<file path="config.mk">
export PLATFORM = sky130hd
export DESIGN_NAME = congestion_window_controller
export DESIGN_NICKNAME = d
export VERILOG_FILES = /design/src/design/cwc_pkg.sv /design/src/design/cwc_div.sv /design/src/design/cwc_core.sv /design/src/design/congestion_window_controller.sv
export VERILOG_INCLUDE_DIRS = /design/src /design/src/design
export SDC_FILE = /design/constraint.sdc
export NUM_CORES = 2
export LEC_CHECK = 0
export CAP_MARGIN = 20
export CORE_MARGIN = 8
export CORE_UTILIZATION = 35
export DETAILED_ROUTE_END_ITERATION = 12
export DONT_BUFFER_PORTS = 1
export SYNTH_ARGS = -nofsm -noshare
export SYNTH_HDL_FRONTEND = slang
export SYNTH_SLANG_ARGS = --single-unit
</file>
<file path="constraint.sdc">
create_clock -name i_clk -period 27.4 [get_ports i_clk]
set_input_delay 2.74 -clock i_clk [delete_from_list [all_inputs] [get_ports i_clk]]
set_output_delay 2.74 -clock i_clk [all_outputs]
set_load 0.01 [all_outputs]
</file>
<file path="src/design/congestion_window_controller_macros.svh">
// Assertion helpers for the congestion window controller.
`ifndef CONGESTION_WINDOW_CONTROLLER_MACROS_SVH
`define CONGESTION_WINDOW_CONTROLLER_MACROS_SVH

`ifndef SYNTHESIS
`define CWC_ASSERT(label, clk, rst_n, prop) \
    label: assert property (@(posedge clk) disable iff (!rst_n) prop) \
        else $error("congestion window controller check failed");
`define CWC_ASSERT_NEXT(label, clk, rst_n, ante, cons) \
    label: assert property (@(posedge clk) disable iff (!rst_n) (ante) |=> (cons)) \
        else $error("congestion window controller sequencing check failed");
`else
`define CWC_ASSERT(label, clk, rst_n, prop)
`define CWC_ASSERT_NEXT(label, clk, rst_n, ante, cons)
`endif

`endif

</file>
<file path="src/design/cwc_pkg.sv">
`timescale 1ns / 1ps

package cwc_pkg;

    localparam logic [1:0] CMD_ACK  = 2'd0;
    localparam logic [1:0] CMD_TICK = 2'd1;
    localparam logic [1:0] CMD_SENT = 2'd2;

    localparam logic [2:0] REG_SEG_SIZE      = 3'd0;
    localparam logic [2:0] REG_INIT_WINDOW   = 3'd1;
    localparam logic [2:0] REG_INIT_THRESH   = 3'd2;
    localparam logic [2:0] REG_SEQ_MODULUS   = 3'd3;
    localparam logic [2:0] REG_INIT_RTO      = 3'd4;
    localparam logic [2:0] REG_START_ACK_SEQ = 3'd5;

    localparam logic [12:0] RST_SEG_SIZE    = 13'd1024;
    localparam logic [15:0] RST_INIT_WINDOW = 16'd1024;
    localparam logic [15:0] RST_INIT_THRESH = 16'd15360;
    localparam logic [16:0] RST_SEQ_MODULUS = 17'd30720;
    localparam logic [15:0] RST_INIT_RTO    = 16'd500;
    localparam logic [15:0] RST_START_ACK   = 16'd0;

    localparam logic [23:0] MAX24 = 24'hFFFFFF;
    localparam logic [15:0] MAX16 = 16'hFFFF;

    localparam int DIV_NW = 26;
    localparam int DIV_DW = 24;

    typedef enum logic [1:0] {
        MODE_SS = 2'd0,
        MODE_CA = 2'd1,
        MODE_FR = 2'd2
    } t_mode;

    typedef enum logic [2:0] {
        S_LOAD,
        S_IDLE,
        S_DISP,
        S_RTT_A,
        S_RTT_B,
        S_LOOP,
        S_DIVW,
        S_DONE
    } t_state;

    typedef enum logic [2:0] {
        TAG_LOAD,
        TAG_HALVE,
        TAG_PKTS,
        TAG_N,
        TAG_CA
    } t_div_tag;

    typedef struct packed {
        logic [1:0]  cmd;
        logic [15:0] ack_seq;
        logic [15:0] rtt_sample;
        logic        rtt_valid;
    } t_in_item;

    typedef struct packed {
        logic [23:0] window_bytes;
        logic [23:0] threshold_bytes;
        logic [15:0] window_packets;
        logic [1:0]  mode;
        logic        may_send;
        logic        retransmit;
        logic [15:0] retransmit_seq;
        logic [23:0] rto_now;
        logic [15:0] acked_bytes;
    } t_out_item;

    typedef struct packed {
        logic [12:0] seg_size;
        logic [15:0] initial_window;
        logic [15:0] initial_threshold;
        logic [16:0] seq_modulus;
        logic [15:0] initial_rto;
        logic [15:0] start_ack_seq;
    } t_cfg;

    typedef struct packed {
        logic              go;
        logic [DIV_NW-1:0] dividend;
        logic [DIV_DW-1:0] divisor;
    } t_div_req;

    typedef struct packed {
        logic              done;
        logic [DIV_NW-1:0] quot;
    } t_div_rsp;

endpackage

</file>
<file path="src/design/cwc_div.sv">
`timescale 1ns / 1ps

module cwc_div (
    input  logic              i_clk,
    input  logic              i_rst_n,
    input  cwc_pkg::t_div_req i_req,
    output cwc_pkg::t_div_rsp o_rsp
);

    localparam int NW = cwc_pkg::DIV_NW;
    localparam int DW = cwc_pkg::DIV_DW;
    localparam int CW = $clog2(NW);

    logic          r_busy;
    logic          r_done;
    logic [CW-1:0] r_cnt;
    logic [NW-1:0] r_quo;
    logic [DW-1:0] r_rem;
    logic [DW-1:0] r_dvs;

    logic [DW:0]   shifted;
    logic [DW:0]   trial;
    logic          ge;
    logic [DW-1:0] step_rem;

    assign shifted  = {r_rem, r_quo[NW-1]};
    assign ge       = shifted >= {1'b0, r_dvs};
    assign trial    = shifted - {1'b0, r_dvs};
    assign step_rem = ge ? trial[DW-1:0] : shifted[DW-1:0];

    always_ff @(posedge i_clk) begin
        if (!i_rst_n) begin
            r_busy <= 1'b0;
            r_done <= 1'b0;
        end else begin
            r_done <= 1'b0;
            if (i_req.go) begin
                r_busy <= 1'b1;
            end else if (r_busy && r_cnt == CW'(NW - 1)) begin
                r_busy <= 1'b0;
                r_done <= 1'b1;
            end
        end
    end

    always_ff @(posedge i_clk) begin
        if (i_req.go) begin
            r_cnt <= '0;
            r_quo <= i_req.dividend;
            r_rem <= '0;
            r_dvs <= i_req.divisor;
        end else if (r_busy) begin
            r_cnt <= r_cnt + 1'b1;
            r_quo <= {r_quo[NW-2:0], ge};
            r_rem <= step_rem;
        end
    end

    assign o_rsp.done = r_done;
    assign o_rsp.quot = r_quo;

endmodule

</file>
<file path="src/design/cwc_core.sv">
`timescale 1ns / 1ps

module cwc_core #(
    parameter int RTT_FRAC_BITS = 3
) (
    input  logic               i_clk,
    input  logic               i_rst_n,
    input  cwc_pkg::t_cfg      i_cfg,
    input  logic               i_load,
    input  logic               i_in_valid,
    input  cwc_pkg::t_in_item  i_in_data,
    output logic               o_in_ready,
    output logic               o_idle,
    output logic               o_res_valid,
    input  logic               i_res_ready,
    output cwc_pkg::t_out_item o_res,
    output cwc_pkg::t_div_req  o_div_req,
    input  cwc_pkg::t_div_rsp  i_div_rsp
);

    localparam int NW = cwc_pkg::DIV_NW;
    localparam int DW = cwc_pkg::DIV_DW;

    cwc_pkg::t_state   r_state, n_state;
    cwc_pkg::t_div_tag r_tag, n_tag;
    cwc_pkg::t_mode    r_mode, n_mode;

    logic [1:0]    r_cmd, n_cmd;
    logic [15:0]   r_ack, n_ack;
    logic [15:0]   r_rtt, n_rtt;
    logic          r_rtt_ok, n_rtt_ok;
    logic [23:0]   r_win, n_win;
    logic [23:0]   r_thr, n_thr;
    logic [15:0]   r_pkts, n_pkts;
    logic [15:0]   r_tpk, n_tpk;
    logic [15:0]   r_unack, n_unack;
    logic [15:0]   r_last, n_last;
    logic [1:0]    r_dup, n_dup;
    logic [23:0]   r_avg, n_avg;
    logic [23:0]   r_dev, n_dev;
    logic [23:0]   r_rto, n_rto;
    logic          r_have, n_have;
    logic [23:0]   r_elap, n_elap;
    logic          r_rexmit, n_rexmit;
    logic [15:0]   r_acked, n_acked;
    logic [15:0]   r_cnt, n_cnt;
    logic          r_ca_seen, n_ca_seen;
    logic [NW-1:0] r_seg2, n_seg2;
    logic          r_div_go, n_div_go;
    logic [NW-1:0] r_div_a, n_div_a;
    logic [DW-1:0] r_div_b, n_div_b;

    logic [12:0] seg;
    logic [23:0] seg24;
    logic        in_fire;
    logic        is_new;
    logic        dup_hit;
    logic [23:0] elap_inc;
    logic        timeout;
    logic [23:0] half_thr;
    logic [15:0] seq_diff;
    logic [16:0] wrap_sum;
    logic [15:0] q16;
    logic [15:0] q_sat16;
    logic [14:0] seg3;
    logic [24:0] dup_win_sum;
    logic [23:0] dup_win;
    logic [26:0] ca_sum;
    logic [24:0] ss_sum;
    logic [23:0] ss_win;
    logic [23:0] s_fix;
    logic [23:0] d_abs;
    logic [27:0] avg_sum;
    logic [26:0] dev_sum;
    logic [26:0] rto_sum;
    logic [26:0] rto_sh;
    logic [23:0] div_ca;

    assign seg      = (i_cfg.seg_size == '0) ? 13'd1 : i_cfg.seg_size;
    assign seg24    = 24'(seg);
    assign in_fire  = i_in_valid && o_in_ready;
    assign is_new   = (r_cmd == cwc_pkg::CMD_ACK) && (r_ack != r_last);
    assign dup_hit  = (r_mode != cwc_pkg::MODE_FR) && (r_dup == 2'd2);
    assign elap_inc = (r_elap == cwc_pkg::MAX24) ? r_elap : r_elap + 24'd1;
    assign timeout  = elap_inc >= r_rto;
    assign half_thr = ((r_win >> 1) < seg24) ? seg24 : (r_win >> 1);
    assign wrap_sum = i_cfg.seq_modulus - 17'(r_last) + 17'(r_ack);
    assign seq_diff = (r_ack > r_last) ? (r_ack - r_last) : wrap_sum[15:0];
    assign q16      = i_div_rsp.quot[15:0];
    assign q_sat16  = (|i_div_rsp.quot[NW-1:16]) ? cwc_pkg::MAX16 : q16;
    assign seg3     = {1'b0, seg, 1'b0} + 15'(seg);
    assign dup_win_sum = 25'(r_thr) + 25'(seg3);
    assign dup_win  = dup_win_sum[24] ? cwc_pkg::MAX24 : dup_win_sum[23:0];
    assign ca_sum   = 27'(r_win) + 27'(i_div_rsp.quot);
    assign ss_sum   = 25'(r_win) + 25'(seg24);
    assign ss_win   = ss_sum[24] ? cwc_pkg::MAX24 : ss_sum[23:0];
    assign s_fix    = 24'(r_rtt) << RTT_FRAC_BITS;
    assign d_abs    = (s_fix >= r_avg) ? (s_fix - r_avg) : (r_avg - s_fix);
    assign avg_sum  = (28'(r_avg) << 3) - 28'(r_avg) + 28'(s_fix);
    assign dev_sum  = (27'(r_dev) << 1) + 27'(r_dev) + 27'(d_abs);
    assign rto_sum  = 27'(r_avg) + (27'(r_dev) << 2) + 27'((1 << RTT_FRAC_BITS) - 1);
    assign rto_sh   = rto_sum >> RTT_FRAC_BITS;
    assign div_ca   = (r_win == '0) ? 24'd1 : r_win;

    always_comb begin
        n_state = r_state;
        unique case (r_state)
            cwc_pkg::S_LOAD: n_state = cwc_pkg::S_DIVW;
            cwc_pkg::S_IDLE: begin
                priority if (i_load) begin
                    n_state = cwc_pkg::S_LOAD;
                end else if (i_in_valid) begin
                    n_state = cwc_pkg::S_DISP;
                end else begin
                    n_state = r_state;
                end
            end
            cwc_pkg::S_DISP: begin
                priority if (is_new) begin
                    n_state = r_rtt_ok ? cwc_pkg::S_RTT_A : cwc_pkg::S_DIVW;
                end else if (r_cmd == cwc_pkg::CMD_ACK && dup_hit) begin
                    n_state = cwc_pkg::S_DIVW;
                end else if (r_cmd == cwc_pkg::CMD_TICK && timeout) begin
                    n_state = cwc_pkg::S_DIVW;
                end else begin
                    n_state = cwc_pkg::S_DONE;
                end
            end
            cwc_pkg::S_RTT_A: n_state = cwc_pkg::S_RTT_B;
            cwc_pkg::S_RTT_B: n_state = cwc_pkg::S_DIVW;
            cwc_pkg::S_LOOP: begin
                priority if (r_cnt == '0) begin
                    n_state = r_ca_seen ? cwc_pkg::S_DIVW : cwc_pkg::S_DONE;
                end else if (r_mode == cwc_pkg::MODE_CA) begin
                    n_state = cwc_pkg::S_DIVW;
                end else begin
                    n_state = r_state;
                end
            end
            cwc_pkg::S_DIVW: begin
                if (i_div_rsp.done) begin
                    unique case (r_tag)
                        cwc_pkg::TAG_LOAD:  n_state = cwc_pkg::S_IDLE;
                        cwc_pkg::TAG_HALVE: n_state = (r_cmd == cwc_pkg::CMD_TICK) ?
                                                      cwc_pkg::S_DONE : cwc_pkg::S_DIVW;
                        cwc_pkg::TAG_PKTS:  n_state = cwc_pkg::S_DONE;
                        cwc_pkg::TAG_N:     n_state = cwc_pkg::S_LOOP;
                        cwc_pkg::TAG_CA:    n_state = cwc_pkg::S_LOOP;
                        default:            n_state = cwc_pkg::S_IDLE;
                    endcase
                end
            end
            cwc_pkg::S_DONE: begin
                if (i_res_ready) begin
                    n_state = cwc_pkg::S_IDLE;
                end
            end
            default: n_state = cwc_pkg::S_LOAD;
        endcase
    end

    always_comb begin
        n_tag     = r_tag;
        n_mode    = r_mode;
        n_cmd     = r_cmd;
        n_ack     = r_ack;
        n_rtt     = r_rtt;
        n_rtt_ok  = r_rtt_ok;
        n_win     = r_win;
        n_thr     = r_thr;
        n_pkts    = r_pkts;
        n_tpk     = r_tpk;
        n_unack   = r_unack;
        n_last    = r_last;
        n_dup     = r_dup;
        n_avg     = r_avg;
        n_dev     = r_dev;
        n_rto     = r_rto;
        n_have    = r_have;
        n_elap    = r_elap;
        n_rexmit  = r_rexmit;
        n_acked   = r_acked;
        n_cnt     = r_cnt;
        n_ca_seen = r_ca_seen;
        n_seg2    = r_seg2;
        n_div_go  = 1'b0;
        n_div_a   = r_div_a;
        n_div_b   = r_div_b;
        unique case (r_state)
            cwc_pkg::S_LOAD: begin
                n_mode   = cwc_pkg::MODE_SS;
                n_win    = 24'(i_cfg.initial_window);
                n_thr    = 24'(i_cfg.initial_threshold);
                n_pkts   = 16'd1;
                n_unack  = '0;
                n_last   = i_cfg.start_ack_seq;
                n_dup    = '0;
                n_avg    = '0;
                n_dev    = '0;
                n_rto    = (i_cfg.initial_rto == '0) ? 24'd1 : 24'(i_cfg.initial_rto);
                n_have   = 1'b0;
                n_elap   = '0;
                n_div_go = 1'b1;
                n_div_a  = NW'(i_cfg.initial_threshold);
                n_div_b  = seg24;
                n_tag    = cwc_pkg::TAG_LOAD;
            end
            cwc_pkg::S_IDLE: begin
                if (in_fire) begin
                    n_cmd     = i_in_data.cmd;
                    n_ack     = i_in_data.ack_seq;
                    n_rtt     = i_in_data.rtt_sample;
                    n_rtt_ok  = i_in_data.rtt_valid;
                    n_rexmit  = 1'b0;
                    n_acked   = '0;
                    n_ca_seen = 1'b0;
                end
            end
            cwc_pkg::S_DISP: begin
                n_seg2 = NW'(seg) * NW'(seg);
                unique case (r_cmd)
                    cwc_pkg::CMD_ACK: begin
                        priority if (is_new) begin
                            n_acked  = seq_diff;
                            n_last   = r_ack;
                            n_elap   = '0;
                            n_dup    = '0;
                            n_div_go = !r_rtt_ok;
                            n_div_a  = NW'(seq_diff);
                            n_div_b  = seg24;
                            n_tag    = cwc_pkg::TAG_N;
                        end else if (dup_hit) begin
                            n_dup    = '0;
                            n_mode   = cwc_pkg::MODE_FR;
                            n_rexmit = 1'b1;
                            n_elap   = '0;
                            n_thr    = half_thr;
                            n_div_go = 1'b1;
                            n_div_a  = NW'(half_thr);
                            n_div_b  = seg24;
                            n_tag    = cwc_pkg::TAG_HALVE;
                        end else if (r_mode != cwc_pkg::MODE_FR) begin
                            n_dup = r_dup + 2'd1;
                        end else begin
                            n_win  = ss_win;
                            n_pkts = (r_pkts == cwc_pkg::MAX16) ? r_pkts : r_pkts + 16'd1;
                        end
                    end
                    cwc_pkg::CMD_TICK: begin
                        if (timeout) begin
                            n_mode   = cwc_pkg::MODE_SS;
                            n_dup    = '0;
                            n_thr    = half_thr;
                            n_win    = seg24;
                            n_pkts   = 16'd1;
                            n_rexmit = 1'b1;
                            n_elap   = '0;
                            n_rto    = r_rto[23] ? cwc_pkg::MAX24 : {r_rto[22:0], 1'b0};
                            n_div_go = 1'b1;
                            n_div_a  = NW'(half_thr);
                            n_div_b  = seg24;
                            n_tag    = cwc_pkg::TAG_HALVE;
                        end else begin
                            n_elap = elap_inc;
                        end
                    end
                    cwc_pkg::CMD_SENT: begin
                        n_unack = (r_unack == cwc_pkg::MAX16) ? r_unack : r_unack + 16'd1;
                    end
                    default: begin
                    end
                endcase
            end
            cwc_pkg::S_RTT_A: begin
                n_have = 1'b1;
                if (!r_have) begin
                    n_avg = s_fix;
                    n_dev = s_fix >> 1;
                end else begin
                    n_avg = (|avg_sum[27:27]) ? cwc_pkg::MAX24 : avg_sum[26:3];
                    n_dev = (|dev_sum[26:26]) ? cwc_pkg::MAX24 : dev_sum[25:2];
                end
            end
            cwc_pkg::S_RTT_B: begin
                n_rto    = (rto_sh == '0) ? 24'd1 :
                           ((|rto_sh[26:24]) ? cwc_pkg::MAX24 : rto_sh[23:0]);
                n_div_go = 1'b1;
            end
            cwc_pkg::S_LOOP: begin
                priority if (r_cnt == '0) begin
                    n_div_go = r_ca_seen;
                    n_div_a  = NW'(r_win);
                    n_div_b  = seg24;
                    n_tag    = cwc_pkg::TAG_PKTS;
                end else begin
                    unique case (r_mode)
                        cwc_pkg::MODE_SS: begin
                            n_win  = ss_win;
                            n_pkts = (r_pkts == cwc_pkg::MAX16) ? r_pkts : r_pkts + 16'd1;
                            if (ss_win >= r_thr) begin
                                n_mode = cwc_pkg::MODE_CA;
                            end
                            n_cnt = r_cnt - 16'd1;
                        end
                        cwc_pkg::MODE_CA: begin
                            n_div_go = 1'b1;
                            n_div_a  = r_seg2;
                            n_div_b  = div_ca;
                            n_tag    = cwc_pkg::TAG_CA;
                        end
                        default: begin
                            n_win  = r_thr;
                            n_pkts = r_tpk;
                            n_mode = cwc_pkg::MODE_CA;
                            n_cnt  = r_cnt - 16'd1;
                        end
                    endcase
                end
            end
            cwc_pkg::S_DIVW: begin
                if (i_div_rsp.done) begin
                    unique case (r_tag)
                        cwc_pkg::TAG_LOAD: n_tpk = q16;
                        cwc_pkg::TAG_HALVE: begin
                            n_tpk = q_sat16;
                            if (r_cmd != cwc_pkg::CMD_TICK) begin
                                n_win    = dup_win;
                                n_div_go = 1'b1;
                                n_div_a  = NW'(dup_win);
                                n_div_b  = seg24;
                                n_tag    = cwc_pkg::TAG_PKTS;
                            end
                        end
                        cwc_pkg::TAG_PKTS: n_pkts = q_sat16;
                        cwc_pkg::TAG_N: begin
                            n_cnt   = q16;
                            n_unack = (r_unack > q16) ? r_unack - q16 : '0;
                        end
                        cwc_pkg::TAG_CA: begin
                            n_win     = (|ca_sum[26:24]) ? cwc_pkg::MAX24 : ca_sum[23:0];
                            n_ca_seen = 1'b1;
                            n_cnt     = r_cnt - 16'd1;
                        end
                        default: begin
                        end
                    endcase
                end
            end
            default: begin
            end
        endcase
    end

    always_ff @(posedge i_clk) begin
        if (!i_rst_n) begin
            r_state  <= cwc_pkg::S_LOAD;
            r_div_go <= 1'b0;
        end else begin
            r_state  <= n_state;
            r_div_go <= n_div_go;
        end
    end

    always_ff @(posedge i_clk) begin
        r_tag     <= n_tag;
        r_mode    <= n_mode;
        r_cmd     <= n_cmd;
        r_ack     <= n_ack;
        r_rtt     <= n_rtt;
        r_rtt_ok  <= n_rtt_ok;
        r_win     <= n_win;
        r_thr     <= n_thr;
        r_pkts    <= n_pkts;
        r_tpk     <= n_tpk;
        r_unack   <= n_unack;
        r_last    <= n_last;
        r_dup     <= n_dup;
        r_avg     <= n_avg;
        r_dev     <= n_dev;
        r_rto     <= n_rto;
        r_have    <= n_have;
        r_elap    <= n_elap;
        r_rexmit  <= n_rexmit;
        r_acked   <= n_acked;
        r_cnt     <= n_cnt;
        r_ca_seen <= n_ca_seen;
        r_seg2    <= n_seg2;
        r_div_a   <= n_div_a;
        r_div_b   <= n_div_b;
    end

    assign o_idle      = (r_state == cwc_pkg::S_IDLE);
    assign o_in_ready  = o_idle && !i_load;
    assign o_res_valid = (r_state == cwc_pkg::S_DONE);

    assign o_res.window_bytes    = r_win;
    assign o_res.threshold_bytes = r_thr;
    assign o_res.window_packets  = r_pkts;
    assign o_res.mode            = r_mode;
    assign o_res.may_send        = r_unack < r_pkts;
    assign o_res.retransmit      = r_rexmit;
    assign o_res.retransmit_seq  = r_last;
    assign o_res.rto_now         = r_rto;
    assign o_res.acked_bytes     = r_acked;

    assign o_div_req.go       = r_div_go;
    assign o_div_req.dividend = r_div_a;
    assign o_div_req.divisor  = r_div_b;

endmodule

</file>
<file path="src/design/congestion_window_controller.sv">
`timescale 1ns / 1ps

// Reno-style sender congestion window controller. Each transaction on the input
// channel (ACK, timer tick or segment-sent) produces exactly one result transaction
// carrying the window, threshold, mode, RTO and retransmit request. All divisions
// go through one shared radix-2 divider, so the cost of an item is set by how
// many divides it needs: a tick, a segment-sent or an ordinary duplicate ACK needs
// none; a timeout one; the third duplicate ACK two; a new ACK acknowledging n full
// segments one in slow start plus a step per segment, or one plus one per segment
// plus one for the final packet count in avoidance (an RTT sample first passes the
// S_RTT_A and S_RTT_B states). The input is not ready while an item is in work.
// After reset and every write to registers 0 to 5 the connection state reloads.

module congestion_window_controller #(
    parameter int RTT_FRAC_BITS = 3
) (
    input  logic               i_clk,
    input  logic               i_rst_n,
    input  logic               i_in_valid,
    output logic               o_in_ready,
    input  cwc_pkg::t_in_item  i_in_data,
    output logic               o_out_valid,
    input  logic               i_out_ready,
    output cwc_pkg::t_out_item o_out_data,
    input  logic               i_cfg_valid,
    output logic               o_cfg_ready,
    input  logic [2:0]         i_cfg_index,
    input  logic [16:0]        i_cfg_data
);

`include "congestion_window_controller_macros.svh"

    cwc_pkg::t_cfg      r_cfg;
    logic               r_load;
    logic               r_out_valid;
    cwc_pkg::t_out_item r_out_data;

    logic               core_idle;
    logic               core_in_ready;
    logic               res_valid;
    logic               res_ready;
    logic               cfg_fire;
    logic               cfg_known;
    cwc_pkg::t_out_item res;
    cwc_pkg::t_div_req  div_req;
    cwc_pkg::t_div_rsp  div_rsp;

    assign o_cfg_ready = core_idle;
    assign cfg_fire    = i_cfg_valid && o_cfg_ready;
    assign cfg_known   = (i_cfg_index <= cwc_pkg::REG_START_ACK_SEQ);
    assign o_in_ready  = core_in_ready && !i_cfg_valid;
    assign res_ready   = !r_out_valid || i_out_ready;

    always_ff @(posedge i_clk) begin
        if (!i_rst_n) begin
            r_cfg.seg_size          <= cwc_pkg::RST_SEG_SIZE;
            r_cfg.initial_window    <= cwc_pkg::RST_INIT_WINDOW;
            r_cfg.initial_threshold <= cwc_pkg::RST_INIT_THRESH;
            r_cfg.seq_modulus       <= cwc_pkg::RST_SEQ_MODULUS;
            r_cfg.initial_rto       <= cwc_pkg::RST_INIT_RTO;
            r_cfg.start_ack_seq     <= cwc_pkg::RST_START_ACK;
            r_load                  <= 1'b0;
        end else begin
            r_load <= cfg_fire && cfg_known;
            if (cfg_fire) begin
                unique case (i_cfg_index)
                    cwc_pkg::REG_SEG_SIZE:      r_cfg.seg_size          <= i_cfg_data[12:0];
                    cwc_pkg::REG_INIT_WINDOW:   r_cfg.initial_window    <= i_cfg_data[15:0];
                    cwc_pkg::REG_INIT_THRESH:   r_cfg.initial_threshold <= i_cfg_data[15:0];
                    cwc_pkg::REG_SEQ_MODULUS:   r_cfg.seq_modulus       <= i_cfg_data;
                    cwc_pkg::REG_INIT_RTO:      r_cfg.initial_rto       <= i_cfg_data[15:0];
                    cwc_pkg::REG_START_ACK_SEQ: r_cfg.start_ack_seq     <= i_cfg_data[15:0];
                    default: begin
                    end
                endcase
            end
        end
    end

    always_ff @(posedge i_clk) begin
        if (!i_rst_n) begin
            r_out_valid <= 1'b0;
        end else if (res_ready) begin
            r_out_valid <= res_valid;
        end
    end

    always_ff @(posedge i_clk) begin
        if (res_ready && res_valid) begin
            r_out_data <= res;
        end
    end

    assign o_out_valid = r_out_valid;
    assign o_out_data  = r_out_data;

    cwc_core #(
        .RTT_FRAC_BITS (RTT_FRAC_BITS)
    ) u_core (
        .i_clk       (i_clk),
        .i_rst_n     (i_rst_n),
        .i_cfg       (r_cfg),
        .i_load      (r_load),
        .i_in_valid  (i_in_valid && !i_cfg_valid),
        .i_in_data   (i_in_data),
        .o_in_ready  (core_in_ready),
        .o_idle      (core_idle),
        .o_res_valid (res_valid),
        .i_res_ready (res_ready),
        .o_res       (res),
        .o_div_req   (div_req),
        .i_div_rsp   (div_rsp)
    );

    cwc_div u_div (
        .i_clk   (i_clk),
        .i_rst_n (i_rst_n),
        .i_req   (div_req),
        .o_rsp   (div_rsp)
    );

    `CWC_ASSERT(a_rto_nonzero, i_clk, i_rst_n, o_out_valid |-> (o_out_data.rto_now != '0))
    `CWC_ASSERT_NEXT(a_busy_after_accept, i_clk, i_rst_n, i_in_valid && o_in_ready, !o_in_ready)
    `CWC_ASSERT_NEXT(a_reload_after_write, i_clk, i_rst_n, cfg_fire && cfg_known, !o_in_ready)

endmodule

</file>
Word-level counts from Yosys, hierarchy flattened. Cells that the tools add are included.

Register bits: 665. Word-level logic and storage cells: 363. Input bits: 60.

Reduce and logical (&&, ||, !) cells: 67. Add/subtract/negate cells: 23. Magnitude comparators: 9. Bitwise gates (word level): 1. Muxes and demuxes: 155. Equality and inequality tests: 57. Multipliers: 1.

Operators with widths (number): two-way mux 24 bit (35); one-hot mux 24 bit (2 select lines) (10); two-way mux 16 bit (24); two-way mux 26 bit (10); one-hot mux 16 bit (2 select lines) (7); one-hot mux 24 bit (4 select lines) (2); one-hot mux 26 bit (4 select lines) (1); one-hot mux 24 bit (3 select lines) (1); one-hot mux 16 bit (4 select lines) (1); adder 24 x 26 -> 27 bit (2); one-hot mux 26 bit (2 select lines) (1); two-way mux 3 bit (17); greater-or-equal comparator 24 bit (2); one-hot mux 16 bit (3 select lines) (1); subtractor 16 bit (3); adder 16 x 1 -> 16 bit (second input constant) (2); == test 16 bit (second input constant) (2); greater-than comparator 16 bit (2); zero test 16 bit (2); adder 28 x 19 -> 28 bit (1); subtractor 27 x 24 -> 28 bit (1); adder 27 x 24 -> 27 bit (1); adder 27 x 3 -> 27 bit (second input constant) (1); zero test 27 bit (1); other kinds (67) (183).

Depth between registers and ports, before layout.
Word-level depth: 9. Depth in mapped cells: 29. Mapped depth without buffers: 27.

Cells and area by module. Synthesis repeated with hierarchy kept, for this count alone.

Cell total of the unflattened synthesis: 4937. Area, all modules: 48310.1 µm².

Modules (own cells, without submodules): cwc_core (cells an instance 4047, area each 36476.2 µm², instances 1); congestion_window_controller (cells an instance 482, area each 7427.1 µm², instances 1); cwc_div (cells an instance 408, area each 4406.7 µm², instances 1).

Worst setup path before layout. No wires, ideal clock.

Kind: register -> register. Start point: register u_core.r_elap[0]. End point: register u_core.r_div_a[0] (enable). Path slack: 14.818 ns. Clock period less this slack: 12.582 ns. Data arrival time: 11.835 ns. Cell stages (with the launch flop): 19. Path through: edfxtp_1 > ha_1 > nand3_1 > nor2_1 > and3_1 > nor2_1 > nand2_1 > nor2_1 > nand4_1 > xnor2_1 > ha_1 > nand4_1 > or3_1 > or3_1 > o32ai_1 > nor2_1 > nand2_1 > nand2_1 > a2111oi_0.

Cells in the longest elaborated chain, start to end: 5. Elaborated cells on any way between the ends: 6.

Ends and longest elaborated chain: start: declaration (line cwc_core.sv:43) `logic [23:0] r_elap, n_elap;`; start signal: assignment (line cwc_core.sv:382) `r_elap <= n_elap;`; adder 24 x 1 -> 24 bit or == test 24 bit (tied branches) (line cwc_core.sv:84) `assign elap_inc = (r_elap == cwc_pkg::MAX24) ? r_elap : r_elap + 24'd1;`; two-way mux 24 bit (*) (line cwc_core.sv:84); net u_core.elap_inc[19] (line cwc_core.sv:58) `logic [23:0] elap_inc;`; greater-or-equal comparator 24 bit (*) (line cwc_core.sv:85) `assign timeout = elap_inc >= r_rto;`; != test 3 x 2 -> 1 bit (no source line) (*); AND reduction 8 bit (no source line) (*); end signal: assignment (line cwc_core.sv:388) `r_div_a <= n_div_a;`; end: declaration (line cwc_core.sv:50) `logic [NW-1:0] r_div_a, n_div_a;`.

Mark *: on every way through the listed nets, which the timed path passes. The rest lies on a longest branch. A chain may end at the register's enable or synchronous reset.

Worst setup path in the final report.
Start point: register r_cfg[83] (netlist bit). End point: register u_core.r_seg2[24], data pin.

Cells in the longest elaborated chain, start to end: 3.

Ends and longest elaborated chain: start: declaration (line congestion_window_controller.sv:33) `cwc_pkg::t_cfg r_cfg;`; zero test 13 bit (line cwc_core.sv:79) `assign seg = (i_cfg.seg_size == '0) ? 13'd1 : i_cfg.seg_size;`; two-way mux 13 bit (*) (line cwc_core.sv:79); multiplier 13 x 13 -> 26 bit (*) (line cwc_core.sv:220) `n_seg2 = NW'(seg) * NW'(seg);`; end signal: assignment (line cwc_core.sv:387) `r_seg2 <= n_seg2;`; end: declaration (line cwc_core.sv:48) `logic [NW-1:0] r_seg2, n_seg2;`.

Mark *: on every way between the ends. The rest lies on a longest branch, timed or not.

==> metrics.txt <==
# Post-CTS Setup Buffers=0; Flop pwr share=between 20% and 30%; syn_nets=between 5,000 and 6,000; post-route ant nets=0; first-pass GRT wire length=roughly 220,000 µm; crit path time final=8.05 ns; GR Overflow Total=0; Tcrit/Tclk final=a little under 30%; status=finished, final reports clean; # DRC=0; flop and latch count out of synthesis=between 600 and 700; CP peak stage delay=around 0.77 ns; Clock power frac=between 10% and 20%; # fillers=approximately 13,000; post-DP HPWL=approximately 110,000 µm; Initial Util=a little over a third; Crit Path Class=reg2reg; Internal=3.83 mW; crit start category=flop; CP Capture Type=flop; Synth Instances=between 4,000 and 5,000; HP Start=u_core.r_acked[5]$_SDFFCE_PN0P_; post-synthesis cell type count=100; Post-CTS Hold Buffers=0; Slew @ Worst Pin=1.14 ns; Async S/R FF share, synth=0%; post-DR wirelength/cell=around 22 µm; Worst Setup SP=r_cfg[83]$_SDFFE_PN0P_; Top FF cell, synth=edfxtp_1; final core occ=38.8%; slowest CP cell=dfxtp_1; Max-slew headroom=between 20% and 30%; Fmax=approximately 0.12 GHz; Via density=roughly 5.4; P&R area growth vs syn=10.2%; P_sw=between 3 and 4 mW; syn avg cell area=9.56 µm²; CP Buf/Inv Count=5; sequential area share after synthesis=between 30% and 40%; initial antenna violation count=9; TritonCTS Buffers=slightly above 80; # resized after CTS=0; Pwr per Cell Area=136 nW/µm²; Die ar.=between 100,000 and 150,000 µm²; IO Port Bufs=0; CTS max path bufs=3; worst endpoint required time=27.84 ns; Vert. Die Dim=slightly below 400 µm; cell area after synthesis=roughly 48,000 µm²; nets@finish=around 5,600; largest net degree at the start of global routing=75; share of cells above drive strength 1=around 6.3%; largest area contributor in the netlist=edfxtp_1; Logic pwr share=between 50% and 60%; Yosys warning total=0; Post-synth EDFFs=roughly 530; Max VDD drop=slightly below 0.00009 V; via count=roughly 37,000; All-Layer GR Usage=between 10% and 20%; root buf cell=clkbuf_16; worst r2r src=r_cfg[83]$_SDFFE_PN0P_; Tightest Hold Check Type=reg2reg; commonest non-fill, non-tap cells in the layout=566 x nand2_1, 532 x edfxtp_1, 504 x inv_1; top sig layer=met5; GPL Wtd Cong=between 0.9 and 1; DRT Wirelength=147,000 µm; Worst path top cell family by delay=adder cells; Max Cap Viol=0; setup_tns=0 ns; clk_skew=between 0.06 and 0.07 ns; Detailed Routing Iterations Pass 1=5; Synth top area share=33.6%; clk sink count=around 660; routed wl met3=approximately 10,000 µm; Max FO, Critical Path=11; RSZ-0062 raised after global routing=no; clock latency on the worst-skew pair=around 0.7 ns; Slew Limit Fails=0; FP Rows=135; Worst-path clk slew=approximately 0.060 ns; met2 WL post-DR=roughly 70,000 µm; IO Pins=roughly 190; final hold vios=0; CTS tree=done; static leakage=22.0 nW; synth top area cells=edfxtp_1 34%, ha_1 12%, fa_1 6.3%; WL met1=61,000 µm; Clock H-tree levels=3; Switching Share=a little under half; core area=135,000 µm²; arrival time at the worst endpoint=8.49 ns; vias in the first global route=36,533; Die Width=approximately 380 µm; final setup fails=0; most common cell after layout, fill and taps aside=nand2_1; DR iter-0 viols=2,812
flip-flops by register name (all words and copies together), names as in the netlist, 23 cells and up:
name            flops
u_core.r_win       24
u_core.r_seg2      25
u_core.r_elap      24
u_div.r_rem        24
u_core.r_thr       23
o_out_data        123
u_core.r_div_a     26
u_core.r_div_b     24
u_core.r_avg       24
u_div.r_quo        26
u_core.r_rto       24
u_core.r_dev       24
r_cfg              93
u_div.r_dvs        24
cell type report:
| class | instances | area (µm²) | share of cell area (%) |
|---|---|---|---|
| repair buffers | 58 | 464 | 0.886 |
| clock inverters | 49 | 618 | 1.18 |
| well taps | 1781 | 2230 | 4.26 |
| flip-flops and latches | 662 | 18600 | 35.5 |
| inverters | 510 | 1910 | 3.66 |
| clock buffers | 99 | 2150 | 4.10 |
| multi-input cells | 3611 | 26400 | 50.4 |
| diodes | 3 | 7.51 | 0.0143 |
layer usage:
| metal | vias to the layer above | track usage, % |
|---|---|---|
| met5 | - | 0 |
| met4 | 6 | 7.77 |
| met3 | 293 | 4.12 |
| met2 | 1104 | 32.9 |
| met1 | 17835 | 23.9 |
| li1 | 17546 | - |
per-stage QoR:
stage               instance area [µm²]  hold slack, ns  total power, mW  setup slack, ns  cells
finish                            52400           0.414             7.10            19.35   6773
global route                      52400           0.420             7.64            18.93   6770
CTS                               52300           0.414             7.10            19.39   6766
detailed placement                49500           0.405             5.93            19.44   6618
global placement                  49500           0.403             5.85            19.39   6617
floorplan                         47500           0.400             4.83            14.82   4970
Yosys cell counts (23+ instances only):
cell	n
nand2b_1	35
xnor2_1	187
xor2_1	111
o21ai_1	24
nor2b_1	43
and2_1	33
nor4_1	27
a31oi_1	43
mux2i_1	47
a221oi_1	23
a211oi_1	40
or2_2	45
nand2_1	567
nand4_1	52
o21a_1	37
nor2_1	334
edfxtp_1	532
and3_1	60
ha_1	441
a21o_1	131
nor3_1	69
fa_1	149
inv_1	505
nand3_1	95
clkbuf_1	154
o21ai_0	224
a21oi_1	391
o21bai_1	32
o211ai_1	37
o22ai_1	49
dfxtp_1	130
power by group through the flow:
| stage | Sequential (mW) | Combinational, mW | Clock [mW] |
|---|---|---|---|
| floorplan | 1.78 | 3.06 | 0 |
| global placement | 2.00 | 3.85 | 0 |
| detailed placement | 2.00 | 3.92 | 0 |
| CTS | 1.99 | 3.96 | 1.15 |
| global route | 2.03 | 4.42 | 1.19 |
| finish | 1.99 | 3.98 | 1.13 |
cells by family after synthesis:
group,synth area share (%)
AOI/OAI and AO/OA,16.6
muxes,1.46
adders and majority gates,17.9
and+or+nand+nor,13.8
buffers and inverters,5.61
other,0.00789
xor gates and xnor gates,5.53
DFF,39.1
final timing paths:
| path | end | slack, ns | cells past startpoint |
|---|---|---|---|
| worst max-delay path | u_core.r_seg2[24]$_DFFE_PP_ | 19.35 | 25 |
| worst min-delay path | o_out_data[5]$_DFFE_PP_ | 0.41 | 0 |
| worst max register to register | u_core.r_seg2[24]$_DFFE_PP_ | 19.35 | 25 |
| worst min register to register | o_out_data[5]$_DFFE_PP_ | 0.41 | 0 |
Note: power is estimated with default switching activity, not from simulation.
